[config.mk]
export PLATFORM = sky130hd
export DESIGN_NAME = bpj_cfg
export DESIGN_NICKNAME = d
export VERILOG_FILES = /design/src/hdl/bpj_pkg.sv /design/src/hdl/bpj_cfg.sv
export SDC_FILE = /design/constraint.sdc
export NUM_CORES = 1
export LEC_CHECK = 0
export BUFFER_PORTS_ARGS = -buffer_cell sky130_fd_sc_hd__buf_4
export CORE_ASPECT_RATIO = 0.5
export CORE_UTILIZATION = 50
export CTS_CLUSTER_DIAMETER = 50
export DETAILED_ROUTE_END_ITERATION = 8
export PLACE_DENSITY = 0.82
export SLEW_MARGIN = 40
export SYNTH_ARGS = -nofsm -noshare
export SYNTH_HDL_FRONTEND = slang
export SYNTH_SLANG_ARGS = --single-unit
[constraint.sdc]
create_clock -name clk_i -period 1.1 [get_ports clk_i]
set_input_delay 0.055 -clock clk_i [delete_from_list [all_inputs] [get_ports clk_i]]
set_output_delay 0.055 -clock clk_i [all_outputs]
set_load 0.02 [all_outputs]
[src/hdl/bpj_pkg.sv]
// Shared types and constants for the depth pixel back-projection block.
package bpj_pkg;

  localparam int unsigned PixW     = 12;
  localparam int unsigned ChanW    = 8;
  localparam int unsigned DepthW   = 16;
  localparam int unsigned CfgW     = 20;
  localparam int unsigned FracW    = 8;
  localparam int unsigned OutW     = 32;
  localparam int unsigned CfgIdxW  = 8;
  localparam int unsigned CfgDataW = 32;

  localparam int unsigned MaxImageDimDef = 4096;

  // Magnitude of (pix*256 - center), then times depth.
  localparam int unsigned MagW  = CfgW;
  localparam int unsigned ProdW = MagW + DepthW;
  // Quotient bits kept; dividend bits above them feed the overflow check and seed the divider remainder.
  localparam int unsigned QuoW      = OutW;
  localparam int unsigned HighW     = ProdW + FracW - QuoW;
  localparam int unsigned DivBits   = 4;
  localparam int unsigned DivStages = QuoW / DivBits;
  // diff, multiply, overflow check, divider steps, saturation
  localparam int unsigned AxisLat   = 3 + DivStages + 1;

  localparam logic [OutW-1:0] OutMax = {1'b0, {(OutW-1){1'b1}}};
  localparam logic [OutW-1:0] OutMin = {1'b1, {(OutW-1){1'b0}}};

  // Configuration register indexes
  localparam logic [CfgIdxW-1:0] RegFocalX     = CfgIdxW'(0);
  localparam logic [CfgIdxW-1:0] RegFocalY     = CfgIdxW'(1);
  localparam logic [CfgIdxW-1:0] RegPrincipalX = CfgIdxW'(2);
  localparam logic [CfgIdxW-1:0] RegPrincipalY = CfgIdxW'(3);

  localparam logic [CfgW-1:0] FocalReset     = CfgW'(256);
  localparam logic [CfgW-1:0] PrincipalReset = CfgW'(0);

  typedef struct packed {
    logic [PixW-1:0]   pixel_col;
    logic [PixW-1:0]   pixel_row;
    logic [ChanW-1:0]  color_ch0;
    logic [ChanW-1:0]  color_ch1;
    logic [ChanW-1:0]  color_ch2;
    logic [DepthW-1:0] depth;
  } pixel_t;

  typedef struct packed {
    logic signed [OutW-1:0] point_x;
    logic signed [OutW-1:0] point_y;
    logic [DepthW-1:0]      point_z;
  } point_t;

  typedef struct packed {
    logic [CfgW-1:0] focal_x;
    logic [CfgW-1:0] focal_y;
    logic [CfgW-1:0] principal_x;
    logic [CfgW-1:0] principal_y;
  } cfg_t;

  // One divider stage's state: word holds remaining dividend bits on top
  // and finished quotient bits below.
  typedef struct packed {
    logic            neg;
    logic            ovf;
    logic            zero;
    logic [CfgW-1:0] rem;
    logic [QuoW-1:0] word;
  } div_t;

endpackage

[src/hdl/bpj_cfg.sv]
// Camera intrinsics register file.
module bpj_cfg (
  input  logic                          clk_i,
  input  logic                          rst_ni,
  input  logic                          we_i,
  input  logic [bpj_pkg::CfgIdxW-1:0]   index_i,
  input  logic [bpj_pkg::CfgDataW-1:0]  data_i,
  output bpj_pkg::cfg_t                 cfg_o
);
  import bpj_pkg::*;

  cfg_t cfg_d, cfg_q;

  always_comb begin
    cfg_d = cfg_q;
    if (we_i) begin
      case (index_i)
        RegFocalX:     cfg_d.focal_x     = data_i[CfgW-1:0];
        RegFocalY:     cfg_d.focal_y     = data_i[CfgW-1:0];
        RegPrincipalX: cfg_d.principal_x = data_i[CfgW-1:0];
        RegPrincipalY: cfg_d.principal_y = data_i[CfgW-1:0];
        default: ;  // unknown index: dropped
      endcase
    end
  end

  always_ff @(posedge clk_i or negedge rst_ni) begin
    if (!rst_ni) begin
      cfg_q.focal_x     <= FocalReset;
      cfg_q.focal_y     <= FocalReset;
      cfg_q.principal_x <= PrincipalReset;
      cfg_q.principal_y <= PrincipalReset;
    end else begin
      cfg_q <= cfg_d;
    end
  end

  assign cfg_o = cfg_q;

endmodule

==> qor.yml <==
run_status:
  status: "finished with violations"
  failed_checks: "DRC, setup timing"
final_layout:
  nets: 365
  seq_area_sq_mm: 0.00200
  drive_gt1_share_pct: 68.5
  multi_input_area_sq_mm: 0.00102
  finalCoreUtilization_pct: 82.3
  largest_reg_flops: 80
  postLayoutCellArea_sq_mm: 0.00466
  mostFrequentLayoutCells: "buf_4, dfrtp_1, mux2_2"
  antenna_cells: 0
  layout_commonest_cell: "buf_4"
  fill_cells: 293
  syn_to_final_growth_pct: 54.0
  finalNonFillerCells: 400
critical_path:
  cp-end-kind: "register"
  crit_type: "input pin to register"
  crit_fanout: 5
  r2r_start: "cfg_o[0]$_DFFE_PN0P_"
  worst_setup_path_start_kind: "input pin"
  crit_required_ps: 1320
  arrival_ps: 1330
  worst-r2r-cell-count: 1
  crit_start: "index_i[6]"
timing:
  finalSetupTns_ps: -43.2
  period_share_pct: 101
  hold_violations: 0
  final-setup-viol-count: 7
  period_needed_ps: 1110
  slew_violations: 0
  relSlewSlack_pct: 72.1
  max_freq_ghz: 0.897
  hold_slack_ps: 279
  rsz0062_at_grt: "yes"
  tightest_slew_ps: 418
  fin_ws_ps: -14.5
  skew_ps: 0
synthesis:
  synth_top_area_cell: "dfrtp_1"
  ys_ff_latch: 80
  synth_area_sq_mm: 0.00302
  ys_seq_area_share_pct: 66.3
  syn-num-nets: 217
  synth_area_leaders: "dfrtp_1, mux2_2, dfstp_2"
  synth_warnings: 0
  post_synth_num_cell_types: 10
  syn_area_per_cell_sq_um: 17.4
  netlist.area_leader.share_pct: 64.6
  postSynthCellCount: 174
floorplanning:
  die_width_microns: 112
  io_pins: 123
  rows: 19
  coreArea_sq_mm: 0.00566
  die_h_microns: 57.0
  dieArea_sq_mm: 0.00638
  start_util_pct: 53.4
worst_hold_path:
  hp-class: "input pin to async pin"
run:
  max_cap_viol_count: 0
detailed_routing:
  drtPass1Iterations: 6
  vias: 2047
  wirelength_microns: 7640
  drtIter0Drc: 125
  ant_nets: 0
  viasPerCell: 5.12
  wl_per_cell_microns: 19.1
  drcViolationCount: 6
global_route:
  grt_max_degree: 81
  antenna_found_initial: 0
  overflow: 0
  grt_pass1_wl_microns: 11100
  grt_pass1_vias: 2160
  grtUsageTotal_pct: 23.3
clock_tree:
  numCtsBuffers: 9
  clk_root_buffer_cell: "clkbuf_16"
  htree_levels: 3
  cts_buffer_depth: 2
  clkTransAtPathRegs_ps: 60
  cts_tree: "yes"
  clock_latency_ps: 330
  clock-sinks: 80
placed_design:
  dpl.cell_count: 357
  portBuffers: 110
  place.gp.congestion: 0.714
  placed_area_sq_mm: 0.00397
  dp_hpwl_microns: 4430
  pre_cts_ws_ps: -384
power:
  leakage_nw: 2.50
  power_mw: 7.04
  power.density_mw_per_mm2: 1510
  peakVddDrop_mv: 1.23
critical path: stages:
cell	delay, ps
buf_6	100
nor4b_4	300
and4bb_4	370
clkbuf_16	180
mux2_2	330
routing by layer:
layer / vias up / track usage [%] / share of wire [%]
li1: 917 / - / -
met1: 1058 / 27.3 / 43
met2: 57 / 41.5 / 51
met3: 15 / 6.80 / 4.7
met4: 0 / 9.14 / 1.9
met5: - / 0 / 0
path summary, 6_finish.rpt:
kind	endpoint	slack, ps
min in group clk_i	cfg_o[10]$_DFFE_PN0P_	360
max in group asynchronous	cfg_o[68]$_DFFE_PN1P_	480
min	cfg_o[43]$_DFFE_PN0P_	280
max	cfg_o[71]$_DFFE_PN0P_	-10
min reg2reg	cfg_o[17]$_DFFE_PN0P_	500
max reg2reg	cfg_o[0]$_DFFE_PN0P_	300
cell families (layout without fill, tap and decap cells):
logic type / Yosys count / after routing / synth area share, %
mux: 80 / 80 / 29.8
flops: 80 / 80 / 66.3
buf+inv: 8 / 161 / 1.74
simple gates: 6 / 6 / 2.15
final cells by class:
| class | count | share of cell area, % |
|---|---|---|
| sequential | 80 | 43.1 |
| timing repair buffer | 145 | 26.4 |
| multi-input combinational | 86 | 22.0 |
| clock inverter | 3 | 0.860 |
| tap | 73 | 1.96 |
| clock buffer | 13 | 5.80 |
power by group:
group	internal, mW	total (mW)	switching, mW	leakage (nW)
Clock	1.93	3.03	1.09	0.156
Combinational	0.429	0.840	0.411	1.25
Sequential	3.09	3.17	0.0823	1.10
Total	5.45	7.04	1.59	2.50
synth_stat cells (all sizes together):
cell and n:
buf 8, nand4b 2, nand4 1, and4bb 1, dfstp 2, nor3 1, nor4b 1, mux2 80
dfrtp 78
timing repair:
item | 4_1_cts | 5_1_grt
gates resized for setup | 0 | 20
hold buffers | 21 | 0
endpoints found under the setup margin | 19 | 66
cloned | 0 | 3
pin swaps | 2 | 2
buffers inserted | 1 | 2
endpoints found under the hold margin | 157 | 0
No activity file was read; power rests on OpenSTA's default activity.
