<file path="config.mk">
export PLATFORM = sky130hd
export DESIGN_NAME = bpj_axis
export DESIGN_NICKNAME = d
export VERILOG_FILES = /design/src/hdl/bpj_pkg.sv /design/src/hdl/bpj_div_step.sv /design/src/hdl/bpj_axis.sv
export SDC_FILE = /design/constraint.sdc
export NUM_CORES = 2
export LEC_CHECK = 0
export BUFFER_PORTS_ARGS = -buffer_cell sky130_fd_sc_hd__clkbuf_2
export CORE_UTILIZATION = 45
export DETAILED_ROUTE_END_ITERATION = 16
export GPL_TIMING_DRIVEN = 0
export HOLD_SLACK_MARGIN = 0.05
export PLACE_DENSITY = 0.59
export SLEW_MARGIN = 15
export SYNTH_ARGS = -nofsm -noshare
export SYNTH_HDL_FRONTEND = slang
export SYNTH_SLANG_ARGS = --single-unit
</file>
<file path="constraint.sdc">
create_clock -name clk_i -period 14.7 [get_ports clk_i]
set_input_delay 0.735 -clock clk_i [delete_from_list [all_inputs] [get_ports clk_i]]
set_output_delay 0.735 -clock clk_i [all_outputs]
set_load 0.01 [all_outputs]
</file>
<file path="src/hdl/bpj_pkg.sv">
// Shared types and constants for the depth pixel back-projection block.
package bpj_pkg;

  localparam int unsigned PixW     = 12;
  localparam int unsigned ChanW    = 8;
  localparam int unsigned DepthW   = 16;
  localparam int unsigned CfgW     = 20;
  localparam int unsigned FracW    = 8;
  localparam int unsigned OutW     = 32;
  localparam int unsigned CfgIdxW  = 8;
  localparam int unsigned CfgDataW = 32;

  localparam int unsigned MaxImageDimDef = 4096;

  // Magnitude of (pix*256 - center), then times depth.
  localparam int unsigned MagW  = CfgW;
  localparam int unsigned ProdW = MagW + DepthW;
  // Quotient bits kept; dividend bits above them feed the overflow check and seed the divider remainder.
  localparam int unsigned QuoW      = OutW;
  localparam int unsigned HighW     = ProdW + FracW - QuoW;
  localparam int unsigned DivBits   = 4;
  localparam int unsigned DivStages = QuoW / DivBits;
  // diff, multiply, overflow check, divider steps, saturation
  localparam int unsigned AxisLat   = 3 + DivStages + 1;

  localparam logic [OutW-1:0] OutMax = {1'b0, {(OutW-1){1'b1}}};
  localparam logic [OutW-1:0] OutMin = {1'b1, {(OutW-1){1'b0}}};

  // Configuration register indexes
  localparam logic [CfgIdxW-1:0] RegFocalX     = CfgIdxW'(0);
  localparam logic [CfgIdxW-1:0] RegFocalY     = CfgIdxW'(1);
  localparam logic [CfgIdxW-1:0] RegPrincipalX = CfgIdxW'(2);
  localparam logic [CfgIdxW-1:0] RegPrincipalY = CfgIdxW'(3);

  localparam logic [CfgW-1:0] FocalReset     = CfgW'(256);
  localparam logic [CfgW-1:0] PrincipalReset = CfgW'(0);

  typedef struct packed {
    logic [PixW-1:0]   pixel_col;
    logic [PixW-1:0]   pixel_row;
    logic [ChanW-1:0]  color_ch0;
    logic [ChanW-1:0]  color_ch1;
    logic [ChanW-1:0]  color_ch2;
    logic [DepthW-1:0] depth;
  } pixel_t;

  typedef struct packed {
    logic signed [OutW-1:0] point_x;
    logic signed [OutW-1:0] point_y;
    logic [DepthW-1:0]      point_z;
  } point_t;

  typedef struct packed {
    logic [CfgW-1:0] focal_x;
    logic [CfgW-1:0] focal_y;
    logic [CfgW-1:0] principal_x;
    logic [CfgW-1:0] principal_y;
  } cfg_t;

  // One divider stage's state: word holds remaining dividend bits on top
  // and finished quotient bits below.
  typedef struct packed {
    logic            neg;
    logic            ovf;
    logic            zero;
    logic [CfgW-1:0] rem;
    logic [QuoW-1:0] word;
  } div_t;

endpackage

</file>
<file path="src/hdl/bpj_div_step.sv">
// One registered stage of the restoring divider, DivBits quotient bits.
module bpj_div_step (
  input  logic                      clk_i,
  input  logic [bpj_pkg::CfgW-1:0]  focal_i,
  input  bpj_pkg::div_t             div_i,
  output bpj_pkg::div_t             div_o
);
  import bpj_pkg::*;

  div_t div_d, div_q;

  always_comb begin
    logic [CfgW:0] part;
    logic          qbit;
    div_d = div_i;
    for (int i = 0; i < DivBits; i++) begin
      part = {div_d.rem, div_d.word[QuoW-1]};
      if (part >= {1'b0, focal_i}) begin
        part = part - {1'b0, focal_i};
        qbit = 1'b1;
      end else begin
        qbit = 1'b0;
      end
      div_d.rem  = part[CfgW-1:0];
      div_d.word = {div_d.word[QuoW-2:0], qbit};
    end
  end

  always_ff @(posedge clk_i) begin
    div_q <= div_d;
  end

  assign div_o = div_q;

endmodule

</file>
<file path="src/hdl/bpj_axis.sv">
// One projection axis: (pix*256 - center) * depth * 256 / focal, saturated.
module bpj_axis (
  input  logic                           clk_i,
  input  logic [bpj_pkg::PixW-1:0]       pix_i,
  input  logic [bpj_pkg::CfgW-1:0]       center_i,
  input  logic [bpj_pkg::CfgW-1:0]       focal_i,
  input  logic [bpj_pkg::DepthW-1:0]     depth_i,
  output logic signed [bpj_pkg::OutW-1:0] result_o
);
  import bpj_pkg::*;

  // stage 1: signed offset from the principal point
  logic [CfgW:0]      diff;
  logic               neg1_q;
  logic [MagW-1:0]    mag1_q;
  logic [DepthW-1:0]  z1_q;

  // stage 2: magnitude product
  logic               neg2_q;
  logic [ProdW-1:0]   prod2_q;

  // stage 3 onward: divider
  logic [HighW-1:0]   high;
  div_t               div_d;
  div_t               div_w [DivStages+1];

  logic [QuoW-1:0]    quo;
  logic [OutW-1:0]    res_d;
  logic [OutW-1:0]    res_q;

  assign diff = (CfgW+1)'({pix_i, {FracW{1'b0}}}) - (CfgW+1)'(center_i);

  always_ff @(posedge clk_i) begin
    neg1_q <= diff[CfgW];
    mag1_q <= diff[CfgW] ? MagW'(~diff + 1'b1) : diff[MagW-1:0];
    z1_q   <= depth_i;
  end

  always_ff @(posedge clk_i) begin
    neg2_q  <= neg1_q;
    prod2_q <= ProdW'(mag1_q) * ProdW'(z1_q);
  end

  // Quotient overflows 32 bits when the bits above them already reach focal.
  // Zero focal also lands here unless the dividend is zero.
  assign high = prod2_q[ProdW-1 -: HighW];

  always_comb begin
    div_d.neg  = neg2_q;
    div_d.zero = (prod2_q == '0);
    div_d.ovf  = (CfgW'(high) >= focal_i);
    div_d.rem  = CfgW'(high);
    div_d.word = {prod2_q[QuoW-FracW-1:0], {FracW{1'b0}}};
  end

  always_ff @(posedge clk_i) begin
    div_w[0] <= div_d;
  end

  for (genvar k = 0; k < DivStages; k++) begin : g_div
    bpj_div_step u_step (
      .clk_i   (clk_i),
      .focal_i (focal_i),
      .div_i   (div_w[k]),
      .div_o   (div_w[k+1])
    );
  end

  // Sign and saturate. A negative quotient of exactly 2^31 still fits.
  assign quo = div_w[DivStages].word;

  always_comb begin
    if (div_w[DivStages].zero) begin
      res_d = '0;
    end else if (div_w[DivStages].ovf) begin
      res_d = div_w[DivStages].neg ? OutMin : OutMax;
    end else if (div_w[DivStages].neg) begin
      res_d = (quo > OutMin) ? OutMin : (~quo + 1'b1);
    end else begin
      res_d = quo[QuoW-1] ? OutMax : quo;
    end
  end

  always_ff @(posedge clk_i) begin
    res_q <= res_d;
  end

  assign result_o = res_q;

endmodule

</file>
==> summary.txt <==
Run
  – Max_cap viols: 0

Finish
  – Fin nets: 8,342
  – Inserted Diodes: 0
  – Fillers: around 13k
  – Commonest non-fill, non-tap cell in the layout: ha_1
  – Synth-to-Final Area Change: 9.07%
  – Layout cells sized above 1: 8.57%
  – Most frequent cells in the layout: 761 x ha_1, 632 x nand2_1, 567 x a21oi_1

Critical path
  – RR Startpoint: div_w[471]
  – R2R depth: 50
  – FF-to-FF setup slack: 1.27 ns
  – Worst Setup EP: g_div[0].u_step.div_o[38]
  – CP arrival: 14.41 ns
  – R2r endpoint: g_div[0].u_step.div_o[38]
  – Most used cell, CP: o21ai_0
  – Origin of the worst setup path: focal_i[0]
  – CP required: 15.28 ns
  – Critical path endpoint category: flip-flop
  – Max incr delay on CP: 0.54 ns
  – Crit path kind: primary input to flip-flop
  – Worst setup SP type: primary input
  – Slowest-stage cell, CP: a21oi_1
  – Critical Path Fanout Max: 26

Global route
  – Met3 global-route usage: 2.68%
  – GR Util met2: 42.6%
  – First-pass GRT wire length: 271,000 um
  – Vias in the first global route: ~49k
  – Met1 usage: 35.2%
  – GRT Util Overall: 25.7%
  – Pin count of the biggest net entering global routing: 34
  – Most Used Layer, Global Route: met2
  – Initial antenna violation count: 6
  – Grt total ovfl: 0

Worst hold path
  – Path type of the worst min-delay path: primary input to flip-flop

Timing
  – F_max: 72.3 MHz
  – Final Hold Viols: 0
  – Fin crit share: a little over nine tenths
  – RSZ-0062 raised after global routing: false
  – Worst hold slack: between 0.15 and 0.2 ns
  – Rel. slew slack: 36.6%
  – Clock skew: approximately 0.033 ns
  – Setup ws final: 0.866 ns
  – Final setup fails: 0
  – Slew Limit Fails: 0
  – Tmin final: ~14 ns
  – Tightest Pin Transition: approximately 0.95 ns

Die
  – Initial Util: a little under half
  – Die ar.: 0.131 mm2
  – Die width: about 360 um
  – CORE AREA: ~0.13 mm2
  – Num rows: between 100 and 150
  – Die Ht: approximately 360 um
  – Num ports: 101

Synthesis
  – Synthesis warning total: 0
  – Mapped Cells: just over 7k
  – Post-synthesis sequential area ratio: 17.6%
  – Ys flop type: dfxtp_1
  – Syn_nets: just over 8k
  – Syn Area/Cell: 8.27 um2
  – Post-synth EDFFs: 0
  – Area of the mapped netlist: ~0.058 mm2
  – Synth Register Bits: between 500 and 600
  – Netlist cell types: about 110
  – Async SR Flop Fraction: 0%

Placed design
  – Pre-CTS setup slack: -1.03 ns
  – Port Buf Inserts: between 90 and 100
  – GPL Wtd Cong: 0.918
  – Post-DP HPWL: roughly 140,000 um

Clock network
  – Clock transition at the registers of the reported paths: 0.06 ns
  – Clock Tree Root: clkbuf_16
  – TritonCTS clock tree: built
  – # clock sinks: 513
  – CTS H-tree depth: 2
  – Clk Latency, worst-skew pair: ~0.7 ns
  – Clk buf depth: 3
  – CTS Buf Count: 59

Route
  – DRT antenna net count: 0
  – TritonRoute pass-1 iters: 6
  – DR WL/cell: 19.1 um
  – Routed wire length: 173,000 um
  – Detailed Route Iter0 Violations: 3,708
  – Vias: around 52k
  – DRC violations left: 0
  – Post-DR vias/cell: 5.73

Status
  – Run status: finished clean
## stage by stage
step	TNS (ns)	cell area [um2]	cells	util [%]
after floorplan	0	58400	7057	-
after global placement	-268.84	61100	8885	47.6
after detailed placement	-57.77	61500	8903	48.0
after CTS	0	63600	9012	49.6
after global routing	0	63700	9013	49.7
final	0	63700	9013	49.7
## synth_stat cells, types with 24 or more instances
library cell  number  share of area (%)
o21ai_0          421                3.6
or3_1             55               0.59
a21boi_0          45               0.58
a21o_1           205                2.6
a31o_2            24               0.36
and3_1            30               0.32
o21a_1           105                1.3
mux2i_1           97                1.7
dfxtp_1          513                 18
nand2_1          633                4.1
xnor2_1          367                5.5
nor4_1            32               0.34
o21bai_1          78                1.0
fa_1             276                9.5
nor3_1           120                1.0
mux2_2           233                4.5
or2_2             27               0.29
nor2_1           471                3.0
nand4_1           85               0.91
o221ai_1          25               0.37
ha_1             761                 16
a21oi_1          567                4.9
nor2b_1          122                1.3
nand2b_1          93                1.0
and2_1           154                1.6
o211ai_1          34               0.44
xor2_1           168                2.5
inv_1            568                3.7
o31ai_1           34               0.44
a31oi_1           45               0.48
clkbuf_1         127               0.82
nand3_1           88               0.75
a211oi_1          73               0.94
## routing by layer
metal	up-vias	share of wire [%]
met5	-	0.0070
met4	2	3.0
met3	282	5.3
met2	1459	45
met1	24600	47
li1	25400	-
## sequential cells by signal, indices dropped and copies added (netlist names)
register	flops
g_div.u_step.div_o	368
z1_q	16
prod2_q	36
neg1_q	1
mag1_q	20
neg2_q	1
div_w	39
result_o	32
## what timing repair did
item / CTS / global route
gates cloned: 0 / 0
hold buffers: 0 / 0
setup buffers: 0 / 2
resized for setup: 2 / 33
pin swaps: 0 / 1
setup endpoints to repair: 50 / 92
## cell type report
type | instances | area, um2 | share of cell area (%)
repair buffers | 119 | 955 | 1.50
well taps | 1729 | 2160 | 3.40
clock buffers | 76 | 1620 | 2.54
flip-flops and latches | 513 | 10300 | 16.1
multi-input cells | 5795 | 45300 | 71.1
clock inverters | 33 | 474 | 0.745
plain buffers | 172 | 736 | 1.16
inverters | 576 | 2200 | 3.46
## logic make-up after synthesis
kind of cell             synth area share [%]
AO/OA/AOI/OAI                            20.8
XOR/XNOR                                 8.02
adder cells (fa/ha/maj)                  25.8
buffers and inverters                    4.95
flip-flops                               17.6
multiplexers                             6.42
AND/OR/NAND/NOR                          16.5
## worst min-delay path by stage
stage          slack (ns)  cells after the start                      start                         to
3_5_place_dp         0.31                      0                 div_w[449]  g_div[0].u_step.div_o[13]
3_3_place_gp         0.31                      0  g_div[5].u_step.div_o[19]  g_div[6].u_step.div_o[23]
5_1_grt              0.14                      1                depth_i[11]                   z1_q[11]
4_1_cts              0.12                      1                depth_i[15]                   z1_q[15]
2_1_floorplan        0.31                      0                     neg2_q                 div_w[494]
6_report             0.16                      1                depth_i[15]                   z1_q[15]
## worst max-delay path: cells and delay by family
family,cells,cell delay [ns]
fa+ha+maj,5,1.70
simple gates,5,0.76
compound gates,30,7.78
buf+inv,9,2.99
mux,1,0.36
Power is not shown: default switching activity piles up to over one toggle a cycle in this logic, so the estimate is an artifact.
